$ cat config.mk
export PLATFORM = sky130hd
export DESIGN_NAME = alu32_cell
export DESIGN_NICKNAME = d
export VERILOG_FILES = /design/src/alu32_pkg.sv /design/src/alu32_cell.sv
export SDC_FILE = /design/constraint.sdc
export NUM_CORES = 1
export LEC_CHECK = 0
export BUFFER_PORTS_ARGS = -buffer_cell sky130_fd_sc_hd__buf_4
export CORE_MARGIN = 2
export CORE_UTILIZATION = 48
export CTS_BUF_LIST = sky130_fd_sc_hd__clkbuf_4
export DETAILED_ROUTE_END_ITERATION = 8
export GPL_TIMING_DRIVEN = 0
export PLACE_DENSITY = 0.8
export SLEW_MARGIN = 20
export SYNTH_ARGS = -nofsm -noshare
export SYNTH_HDL_FRONTEND = slang
export SYNTH_SLANG_ARGS = --single-unit
$ cat constraint.sdc
create_clock -name clk -period 3.03 [get_ports clk]
set_input_delay 0.303 -clock clk [delete_from_list [all_inputs] [get_ports clk]]
set_output_delay 0.303 -clock clk [all_outputs]
set_load 0.02 [all_outputs]
$ cat src/alu32_pkg.sv
`timescale 1ns / 1ps

package alu32_pkg;

    localparam int unsigned WORD_W = 32;
    localparam int unsigned SHAMT_W = $clog2(WORD_W);
    localparam int unsigned DIV_STEPS = WORD_W;

    typedef enum logic [3:0] {
        FN_ADD = 4'd0,
        FN_SUB = 4'd1,
        FN_MUL = 4'd2,
        FN_DIVU = 4'd3,
        FN_LSR = 4'd4,
        FN_LSL = 4'd5,
        FN_AND = 4'd6,
        FN_OR = 4'd7,
        FN_XOR = 4'd8,
        FN_ASR = 4'd9,
        FN_NEG = 4'd10,
        FN_NOT = 4'd11
    } alu32_func_t;

    typedef enum logic [1:0] {
        ERR_NONE = 2'd0,
        ERR_DIV0 = 2'd1,
        ERR_BADOP = 2'd2
    } alu32_err_t;

    // One slot of the division chain. For every operation but a real divide,
    // quot already holds the final value and the cells pass it through.
    typedef struct packed {
        logic is_div;
        logic [WORD_W-1:0] rem;
        logic [WORD_W-1:0] quot;
        logic [WORD_W-1:0] divisor;
        alu32_err_t err;
    } alu32_cell_t;

endpackage

$ cat src/alu32_cell.sv
`timescale 1ns / 1ps

module alu32_cell (
    input  logic                    clk,
    input  logic                    rst_n,
    input  logic                    in_valid,
    output logic                    in_ready,
    input  alu32_pkg::alu32_cell_t  in_data,
    output logic                    out_valid,
    input  logic                    out_ready,
    output alu32_pkg::alu32_cell_t  out_data
);

    logic valid_reg;
    logic valid_next;
    alu32_pkg::alu32_cell_t data_reg;
    alu32_pkg::alu32_cell_t data_next;
    logic [alu32_pkg::WORD_W:0] partial;
    logic [alu32_pkg::WORD_W:0] trial;

    // One restoring division step: shift in the next dividend bit and
    // subtract the divisor if it fits.
    assign partial = {in_data.rem, in_data.quot[alu32_pkg::WORD_W-1]};
    assign trial = partial - {1'b0, in_data.divisor};

    always_comb
    begin
        data_next = in_data;
        if (in_data.is_div)
        begin
            if (!trial[alu32_pkg::WORD_W])
            begin
                data_next.rem = trial[alu32_pkg::WORD_W-1:0];
                data_next.quot = {in_data.quot[alu32_pkg::WORD_W-2:0], 1'b1};
            end
            else
            begin
                data_next.rem = partial[alu32_pkg::WORD_W-1:0];
                data_next.quot = {in_data.quot[alu32_pkg::WORD_W-2:0], 1'b0};
            end
        end
    end

    assign in_ready = !valid_reg || out_ready;
    assign valid_next = in_ready ? in_valid : valid_reg;

    always_ff @(posedge clk or negedge rst_n)
    begin
        if (!rst_n)
        begin
            valid_reg <= 1'b0;
        end
        else
        begin
            valid_reg <= valid_next;
        end
    end

    always_ff @(posedge clk)
    begin
        if (in_ready && in_valid)
        begin
            data_reg <= data_next;
        end
    end

    assign out_valid = valid_reg;
    assign out_data = data_reg;

endmodule

==> summary.md <==
| Metric | Value |
|---|---|
| Clock Latency Late Sink | 460 ps |
| Pwr per Cell Area | 423 nW/µm² |
| Largest net degree at the start of global routing | 36 |
| Sequential area share after synthesis | 49.5% |
| Met3 usage | 4.31% |
| Final #Nets | 924 |
| Area growth syn-to-layout | 37.4% |
| CP Class | in -> reg |
| Worst slack at placement | -462 ps |
| Yosys cell types | 61 |
| GRT busiest layer | met2 |
| RSZ-0062 raised after global routing | no |
| Met2 usage | 40.3% |
| Ys Warns | 0 |
| Routability Congestion | 0.883 |
| Synthesized cell area | 6050 µm² |
| Slew Limit Fails | 0 |
| Clock edge transition at the registers on the reported setup and hold paths | 150 ps |
| Post-synth top flop | edfxtp_1 |
| Worst Setup End Kind | flip-flop |
| Initial core utilization | 48.5% |
| Initial antenna violation count | 1 |
| Routed len/inst | 16.7 µm |
| Syn_nets | 672 |
| Grt total ovfl | 0 |
| Worst Slack Setup Final | 182 ps |
| Leakage | 3.68 nW |
| Die height | 116 µm |
| Sum Neg Setup Slack | 0 ps |
| Port Buffers | 203 |
| Post-route DRC violation count | 0 |
| Avg Inst Size Synth | 11.3 µm² |
| Rel. slew slack | 54.8% |
| Commonest non-fill, non-tap cell in the layout | buf_4 |
| CORE AREA | 12500 µm² |
| Share of post-route cells with drive strength above 1 | 35.3% |
| DR vias/cell | 5.33 |
| Clk_skew | 10.8 ps |
| Antenna Nets Post-Route | 0 |
| Post-synth EDFFs | 99 |
| CP Max Fanout | 10 |
| Critical path launch point type | primary input |
| Most frequent cells in the layout | buf_4 (205), edfxtp_1 (99), nor2_1 (48), a21oi_1 (48), inv_1 (38) |
| Fin. Hold Viols | 0 |
| CTS tree | built |
| Worst Path Arrival | 3060 ps |
| Post-synth ARST share | 1.00% |
| Total power draw | 0.00351 W |
| Peak supply drop | 0.199 mV |
| Cells after synthesis | 536 |
| Clock root buffer | clkbuf_4 |
| Die area | 13500 µm² |
| WP data required | 3240 ps |
| Detailed Routing Iterations Pass 1 | 5 |
| Post-DP HPWL | 12300 µm |
| Vias | 5151 |
| All-layer global routing usage | 23.3% |
| IO Pins | 204 |
| Hold crit path type | in -> reg |
| Detailed Route Iter0 Violations | 389 |
| Num rows | 41 |
| Setup violators final | 0 |
| CTS H-tree lvls | 3 |
| Slew @ Worst Pin | 671 ps |
| DIE WIDTH | 116 µm |
| Clk sinks | 100 |
| Num CTS Buffers | 9 |
| Global-route wire length before repair | 24300 µm |
| Vias in the first global route | 5020 |
| Fillers | 986 |
| Max-cap viol count | 0 |
| Status | finished, final reports clean |
| Fin crit share | 94.0% |
| Met1 Use GR | 29.5% |
| Synth Register Bits | 100 |
| Fmax | 351 MHz |
| Final min period | 2850 ps |
| Max clock buf depth | 2 |
| Final wirelength | 16200 µm |
-- metal layers --
layer,up-vias,part of all wire (%)
met5,-,0
met2,217,49
li1,2494,-
met3,30,7.4
met1,2410,41
met4,0,2.0
-- cell families (layout without fill, tap and decap cells) --
logic type | Yosys count | after routing | share of synthesized area (%)
AND/OR/NAND/NOR | 118 | 118 | 9.01
adder cells (fa/ha/maj) | 33 | 33 | 6.95
AO/OA/AOI/OAI | 140 | 140 | 15.5
other | 0 | 1 | 0
flip-flops | 100 | 100 | 49.5
multiplexers | 57 | 57 | 10.3
buffers and inverters | 58 | 315 | 4.05
XOR/XNOR | 30 | 30 | 4.65
-- area by class of cell --
cell class              count  area, µm²  share of cell area [%]
inverters                  39        146                    1.76
repair buffers            241       1920                    23.1
plain buffers              19       98.8                    1.19
well taps                 172        215                    2.59
clock buffers              12       90.1                    1.08
diodes                      1       2.50                  0.0301
multi-input cells         378       2820                    33.9
clock inverters             4       28.8                   0.346
flip-flops and latches    100       3000                    36.1
-- power breakdown --
group | total (W) | switching (W) | internal, W
Combinational | 0.00119 | 0.000630 | 0.000561
Clock | 0.000651 | 0.000453 | 0.000199
Sequential | 0.00167 | 0.0000264 | 0.00165
-- sequential cells by signal, summed over array words and instances, names as in the netlist --
register   count
out_data      99
out_valid      1
-- cell usage after synthesis (7+ instances only) --
| cell type | instances | area, µm² |
|---|---|---|
| a21o_1 | 22 | 165 |
| a21oi_1 | 49 | 245 |
| clkbuf_1 | 11 | 41.3 |
| edfxtp_1 | 99 | 2970 |
| ha_1 | 32 | 400 |
| inv_1 | 38 | 143 |
| mux2_2 | 31 | 349 |
| mux2i_1 | 23 | 230 |
| nand2_1 | 30 | 113 |
| nor2_1 | 48 | 180 |
| o21ai_0 | 16 | 80.1 |
| o21ai_1 | 7 | 35.0 |
| xnor2_1 | 18 | 158 |
| xor2_1 | 11 | 96.3 |
-- final timing paths --
path / start / endpoint / slack, ps / cells past startpoint
worst max-delay path: in_data[2] / out_data[91] / 180 / 13
worst min-delay path: in_data[3] / out_data[3] / 40 / 1
worst max register to register: out_valid / out_data[81] / 1190 / 4
worst min register to register: out_valid / out_valid / 590 / 2
max in group asynchronous: rst_n / out_valid / 2810 / 2
min in group asynchronous: rst_n / out_valid / 140 / 2
-- stage by stage --
stage                     hold slack (ps)  utilization (%)  area (µm²)  std cells
after floorplan                      7.41                -        6050        536
after global placement               78.1             62.5        7790        911
after detailed placement             81.0             62.8        7830        913
after CTS                            2.15             66.4        8280        962
after global routing                0.670             66.7        8310        966
final                                42.1             66.7        8310        966
-- repair_timing --
item                       in CTS  in global routing
hold endpoints to repair       33                  1
buffers inserted                0                  2
setup endpoints to repair       0                 22
gates resized for setup         0                  1
hold buffers                   33                  1
-- critical path, stage by stage --
cell and delay (ps):
buf_4 130, ha_1 220, fa_1 400, nand2b_1 200, a21oi_2 260, o21ai_2 110
a21o_4 230, a31oi_4 200, o31a_4 200, xor2_4 250, buf_6 230, mux2i_1 230
a21oi_1 90
(Power assumes the default switching activity.)
