$ cat src/alu32_pkg.sv
`timescale 1ns / 1ps

package alu32_pkg;

    localparam int unsigned WORD_W = 32;
    localparam int unsigned SHAMT_W = $clog2(WORD_W);
    localparam int unsigned DIV_STEPS = WORD_W;

    typedef enum logic [3:0] {
        FN_ADD = 4'd0,
        FN_SUB = 4'd1,
        FN_MUL = 4'd2,
        FN_DIVU = 4'd3,
        FN_LSR = 4'd4,
        FN_LSL = 4'd5,
        FN_AND = 4'd6,
        FN_OR = 4'd7,
        FN_XOR = 4'd8,
        FN_ASR = 4'd9,
        FN_NEG = 4'd10,
        FN_NOT = 4'd11
    } alu32_func_t;

    typedef enum logic [1:0] {
        ERR_NONE = 2'd0,
        ERR_DIV0 = 2'd1,
        ERR_BADOP = 2'd2
    } alu32_err_t;

    // One slot of the division chain. For every operation but a real divide,
    // quot already holds the final value and the cells pass it through.
    typedef struct packed {
        logic is_div;
        logic [WORD_W-1:0] rem;
        logic [WORD_W-1:0] quot;
        logic [WORD_W-1:0] divisor;
        alu32_err_t err;
    } alu32_cell_t;

endpackage

$ cat src/alu32_front.sv
`timescale 1ns / 1ps

module alu32_front (
    input  logic                                clk,
    input  logic                                rst_n,
    input  logic                                in_valid,
    output logic                                in_ready,
    input  logic [3:0]                          func,
    input  logic [alu32_pkg::WORD_W-1:0]        operand_a,
    input  logic [alu32_pkg::WORD_W-1:0]        operand_b,
    output logic                                out_valid,
    input  logic                                out_ready,
    output alu32_pkg::alu32_cell_t              out_data
);

    logic valid_reg;
    logic valid_next;
    alu32_pkg::alu32_cell_t data_reg;
    alu32_pkg::alu32_cell_t data_next;
    logic big_shift;
    logic [alu32_pkg::SHAMT_W-1:0] shamt;

    assign big_shift = |operand_b[alu32_pkg::WORD_W-1:alu32_pkg::SHAMT_W];
    assign shamt = operand_b[alu32_pkg::SHAMT_W-1:0];

    always_comb
    begin
        data_next.is_div = 1'b0;
        data_next.rem = '0;
        data_next.quot = '1;
        data_next.divisor = operand_b;
        data_next.err = alu32_pkg::ERR_NONE;
        case (alu32_pkg::alu32_func_t'(func))
            alu32_pkg::FN_ADD: data_next.quot = operand_a + operand_b;
            alu32_pkg::FN_SUB: data_next.quot = operand_a - operand_b;
            alu32_pkg::FN_MUL: data_next.quot = operand_a * operand_b;
            alu32_pkg::FN_DIVU:
            begin
                if (operand_b == '0)
                begin
                    data_next.err = alu32_pkg::ERR_DIV0;
                end
                else
                begin
                    data_next.is_div = 1'b1;
                    data_next.quot = operand_a;
                end
            end
            alu32_pkg::FN_LSR: data_next.quot = big_shift ? '0 : (operand_a >> shamt);
            alu32_pkg::FN_LSL: data_next.quot = big_shift ? '0 : (operand_a << shamt);
            alu32_pkg::FN_AND: data_next.quot = operand_a & operand_b;
            alu32_pkg::FN_OR: data_next.quot = operand_a | operand_b;
            alu32_pkg::FN_XOR: data_next.quot = operand_a ^ operand_b;
            alu32_pkg::FN_ASR:
            begin
                if (big_shift)
                begin
                    data_next.quot = {alu32_pkg::WORD_W{operand_a[alu32_pkg::WORD_W-1]}};
                end
                else
                begin
                    data_next.quot = $unsigned($signed(operand_a) >>> shamt);
                end
            end
            alu32_pkg::FN_NEG: data_next.quot = '0 - operand_a;
            alu32_pkg::FN_NOT: data_next.quot = ~operand_a;
            default: data_next.err = alu32_pkg::ERR_BADOP;
        endcase
    end

    assign in_ready = !valid_reg || out_ready;
    assign valid_next = in_ready ? in_valid : valid_reg;

    always_ff @(posedge clk or negedge rst_n)
    begin
        if (!rst_n)
        begin
            valid_reg <= 1'b0;
        end
        else
        begin
            valid_reg <= valid_next;
        end
    end

    always_ff @(posedge clk)
    begin
        if (in_ready && in_valid)
        begin
            data_reg <= data_next;
        end
    end

    assign out_valid = valid_reg;
    assign out_data = data_reg;

endmodule

$ cat config.mk
export PLATFORM = sky130hd
export DESIGN_NAME = alu32_front
export DESIGN_NICKNAME = d
export VERILOG_FILES = /design/src/alu32_pkg.sv /design/src/alu32_front.sv
export SDC_FILE = /design/constraint.sdc
export NUM_CORES = 2
export LEC_CHECK = 0
export ABC_AREA = 1
export BUFFER_PORTS_ARGS = -buffer_cell sky130_fd_sc_hd__buf_2
export CORE_MARGIN = 1.5
export CORE_UTILIZATION = 35
export CTS_CLUSTER_DIAMETER = 200
export CTS_CLUSTER_SIZE = 40
export DETAILED_ROUTE_END_ITERATION = 16
export SYNTH_ARGS = -nofsm -noshare
export SYNTH_HDL_FRONTEND = slang
export SYNTH_SLANG_ARGS = --single-unit
export TNS_END_PERCENT = 5
$ cat constraint.sdc
create_clock -name clk -period 4.05 [get_ports clk]
set_input_delay 0.81 -clock clk [delete_from_list [all_inputs] [get_ports clk]]
set_output_delay 0.81 -clock clk [all_outputs]
set_load 0.005 [all_outputs]
==> metrics.md <==
| Metric | Value |
|---|---|
| I/O Pins | `173` |
| Asr flop ratio synth | `0.01471` |
| Die W | `289.4 um` |
| Reg area | `2037 sq um` |
| CTS buffer count | `9` |
| Placed cells | `5970` |
| Worst-Margin Slew | `0.9128 ns` |
| Area taken by multi-input logic gates | `22600 sq um` |
| Tot GR Track Use | `0.3215` |
| Via density | `5.186` |
| Pre-CTS setup slack | `-3.604 ns` |
| Crit-path max FO | `5` |
| EDFF count, synth | `67` |
| CTS Buffer Depth | `2` |
| Synth Cell Area | `28710 sq um` |
| Antenna violations before repair | `6` |
| Main synth FF type | `edfxtp_1` |
| Wire per inst | `22.30 um` |
| Layout cell share with drive strength beyond 1 | `0.2164` |
| Post-Route WL | `133900 um` |
| Die area | `83740 sq um` |
| Syn Inst Count | `4253` |
| Clock skew | `0.01742 ns` |
| Critical path class | `in -> reg` |
| Starting Density | `0.3552` |
| # DRC | `0` |
| Count of pins over their slew limit | `0` |
| Worst hold path type | `in -> async` |
| Seq/Total Area, Yosys | `0.07096` |
| CTS tree | `built` |
| Post-layout util | `0.4555` |
| Status | `complete, but fails checks` |
| Minimum clock period | `6.893 ns` |
| Most frequent cells in the layout | `nand2_1 (1176), inv_1 (932), buf_4 (704)` |
| GP Congestion | `1.079` |
| Max_cap viols | `0` |
| WP data arrival | `7.03 ns` |
| CP Launch Type | `input port` |
| Vias in the first global route | `30180` |
| Syn avg cell area | `6.749 sq um` |
| Routed via count | `31130` |
| Data required time of the worst path | `4.18 ns` |
| Max Clock Freq | `145.1 MHz` |
| Grt total ovfl | `0` |
| Worst skew pair latency | `0.41 ns` |
| Drt initial violations | `3622` |
| Nets | `5637` |
| Critical path endpoint category | `flop` |
| Hold Violations, Final | `0` |
| Commonest non-fill, non-tap cell in the layout | `nand2_1` |
| Crit-path slowest cell | `fa_1` |
| Slew margin rel. | `0.3901` |
| Placeable Area | `80810 sq um` |
| RSZ-0062 raised after global routing | `true` |
| IO buf count | `140` |
| Crit path top cell by count | `fa_1` |
| Clock Tree Root | `clkbuf_16` |
| Final worst slack | `-2.843 ns` |
| Violated checks | `negative setup slack` |
| CTS H-tree lvls | `3` |
| Yosys warning count | `0` |
| First-pass GRT wire length | `196000 um` |
| Netlist cell types | `63` |
| Final Non-Filler Cells | `6003` |
| Fillers | `8364` |
| CTS sink cnt | `68` |
| Die H | `289.4 um` |
| Row count | `104` |
| Post-DP HPWL | `114300 um` |
| Crit path largest cell delay | `0.56 ns` |
| Clock transition at path regs | `0.08 ns` |
| 1st-pass router iterations | `6` |
| Post-route ant nets | `0` |
| Yosys reg bits | `68` |
| Largest net degree at the start of global routing | `68` |
| Final setup vio count | `28` |
| Area growth, synth to finish | `28.22%` |
| Period utilisation layout | `1.702` |
==> per-layer routing <==
metal / share of wire / vias up / GRT usage / wire [um]
li1: - / 14280 / - / -
met3: 0.10 / 259 / 0.05850 / 13530
met2: 0.44 / 1594 / 0.4937 / 58290
met5: 0.00033 / - / 0 / 44
met1: 0.41 / 14990 / 0.4421 / 55300
met4: 0.050 / 6 / 0.1372 / 6711
==> Yosys cell counts (47+ instances only) <==
cell type	count	area, sq um
o21ai_0	232	1161
nand3_1	192	960.9
a21oi_1	175	875.8
buf_2	55	275.3
clkbuf_1	93	349.1
nand2_1	1188	4459
fa_1	409	8188
ha_1	221	2765
edfxtp_1	67	2012
buf_1	47	176.4
inv_1	948	3558
nor2_1	184	690.7
xor2_1	50	437.9
==> timing repair <==
action,4_1_cts,5_1_grt
gates resized for setup,152,69
buffers inserted,8,5
hold buffers,0,0
endpoints found under the setup margin,28,29
pin swaps,66,48
cloned,1,0
==> metrics by stage <==
stage                     instance area [sq um]  hold slack [ns]  TNS, ns
after floorplan                           29000           0.5144  -104.43
after global placement                    35570           0.5764   -81.28
after detailed placement                  35570           0.5845   -82.19
after CTS                                 36510           0.1631   -62.34
after global routing                      36800           0.1762   -68.38
final                                     36810           0.1802   -63.59
==> worst paths after layout <==
path                               from            to  slack [ns]  depth (start not counted)
max                        operand_b[2]  out_data[59]       -2.84                         26
min                               rst_n     out_valid        0.18                          1
max reg2reg                   out_valid  out_data[56]        2.15                          2
min reg2reg                   out_valid     out_valid        0.60                          2
max in group asynchronous         rst_n     out_valid        3.78                          1
min in group clk              out_valid     out_valid        0.60                          2
==> flip-flops by register name (all words and copies together) (netlist names) <==
register   cells
out_data      67
out_valid      1
==> critical path: cells and delay by family <==
family	cells	cell delay (ns)
buffers and inverters	7	0.58
adder cells (fa/ha/maj)	9	4.39
AO/OA/AOI/OAI	3	0.61
AND/OR/NAND/NOR	7	0.60
==> cell type report <==
class,instances,share of cell area
timing repair buffer,880,0.1877
antenna,3,0.0002040
clock inverter,5,0.001428
multi-input combinational,3007,0.6140
inverter,969,0.09899
sequential,68,0.05534
tap,1060,0.03603
clock buffer,11,0.006323
==> cells by family (layout without fill, tap and decap cells) <==
kind of cell	Yosys count	in the layout	share of synthesized area
AO/OA/AOI/OAI	577	577	0.1148
AND/OR/NAND/NOR	1702	1702	0.2446
other	1	35	0.0001306
adder cells (fa/ha/maj)	630	630	0.3816
XOR/XNOR	60	60	0.01831
buffers and inverters	1209	1865	0.1676
flip-flops	68	68	0.07096
multiplexers	6	6	0.002092
Power is left out: the tool's default activity adds up to more than one toggle a clock period on the data nets, which glitch-free logic cannot reach.
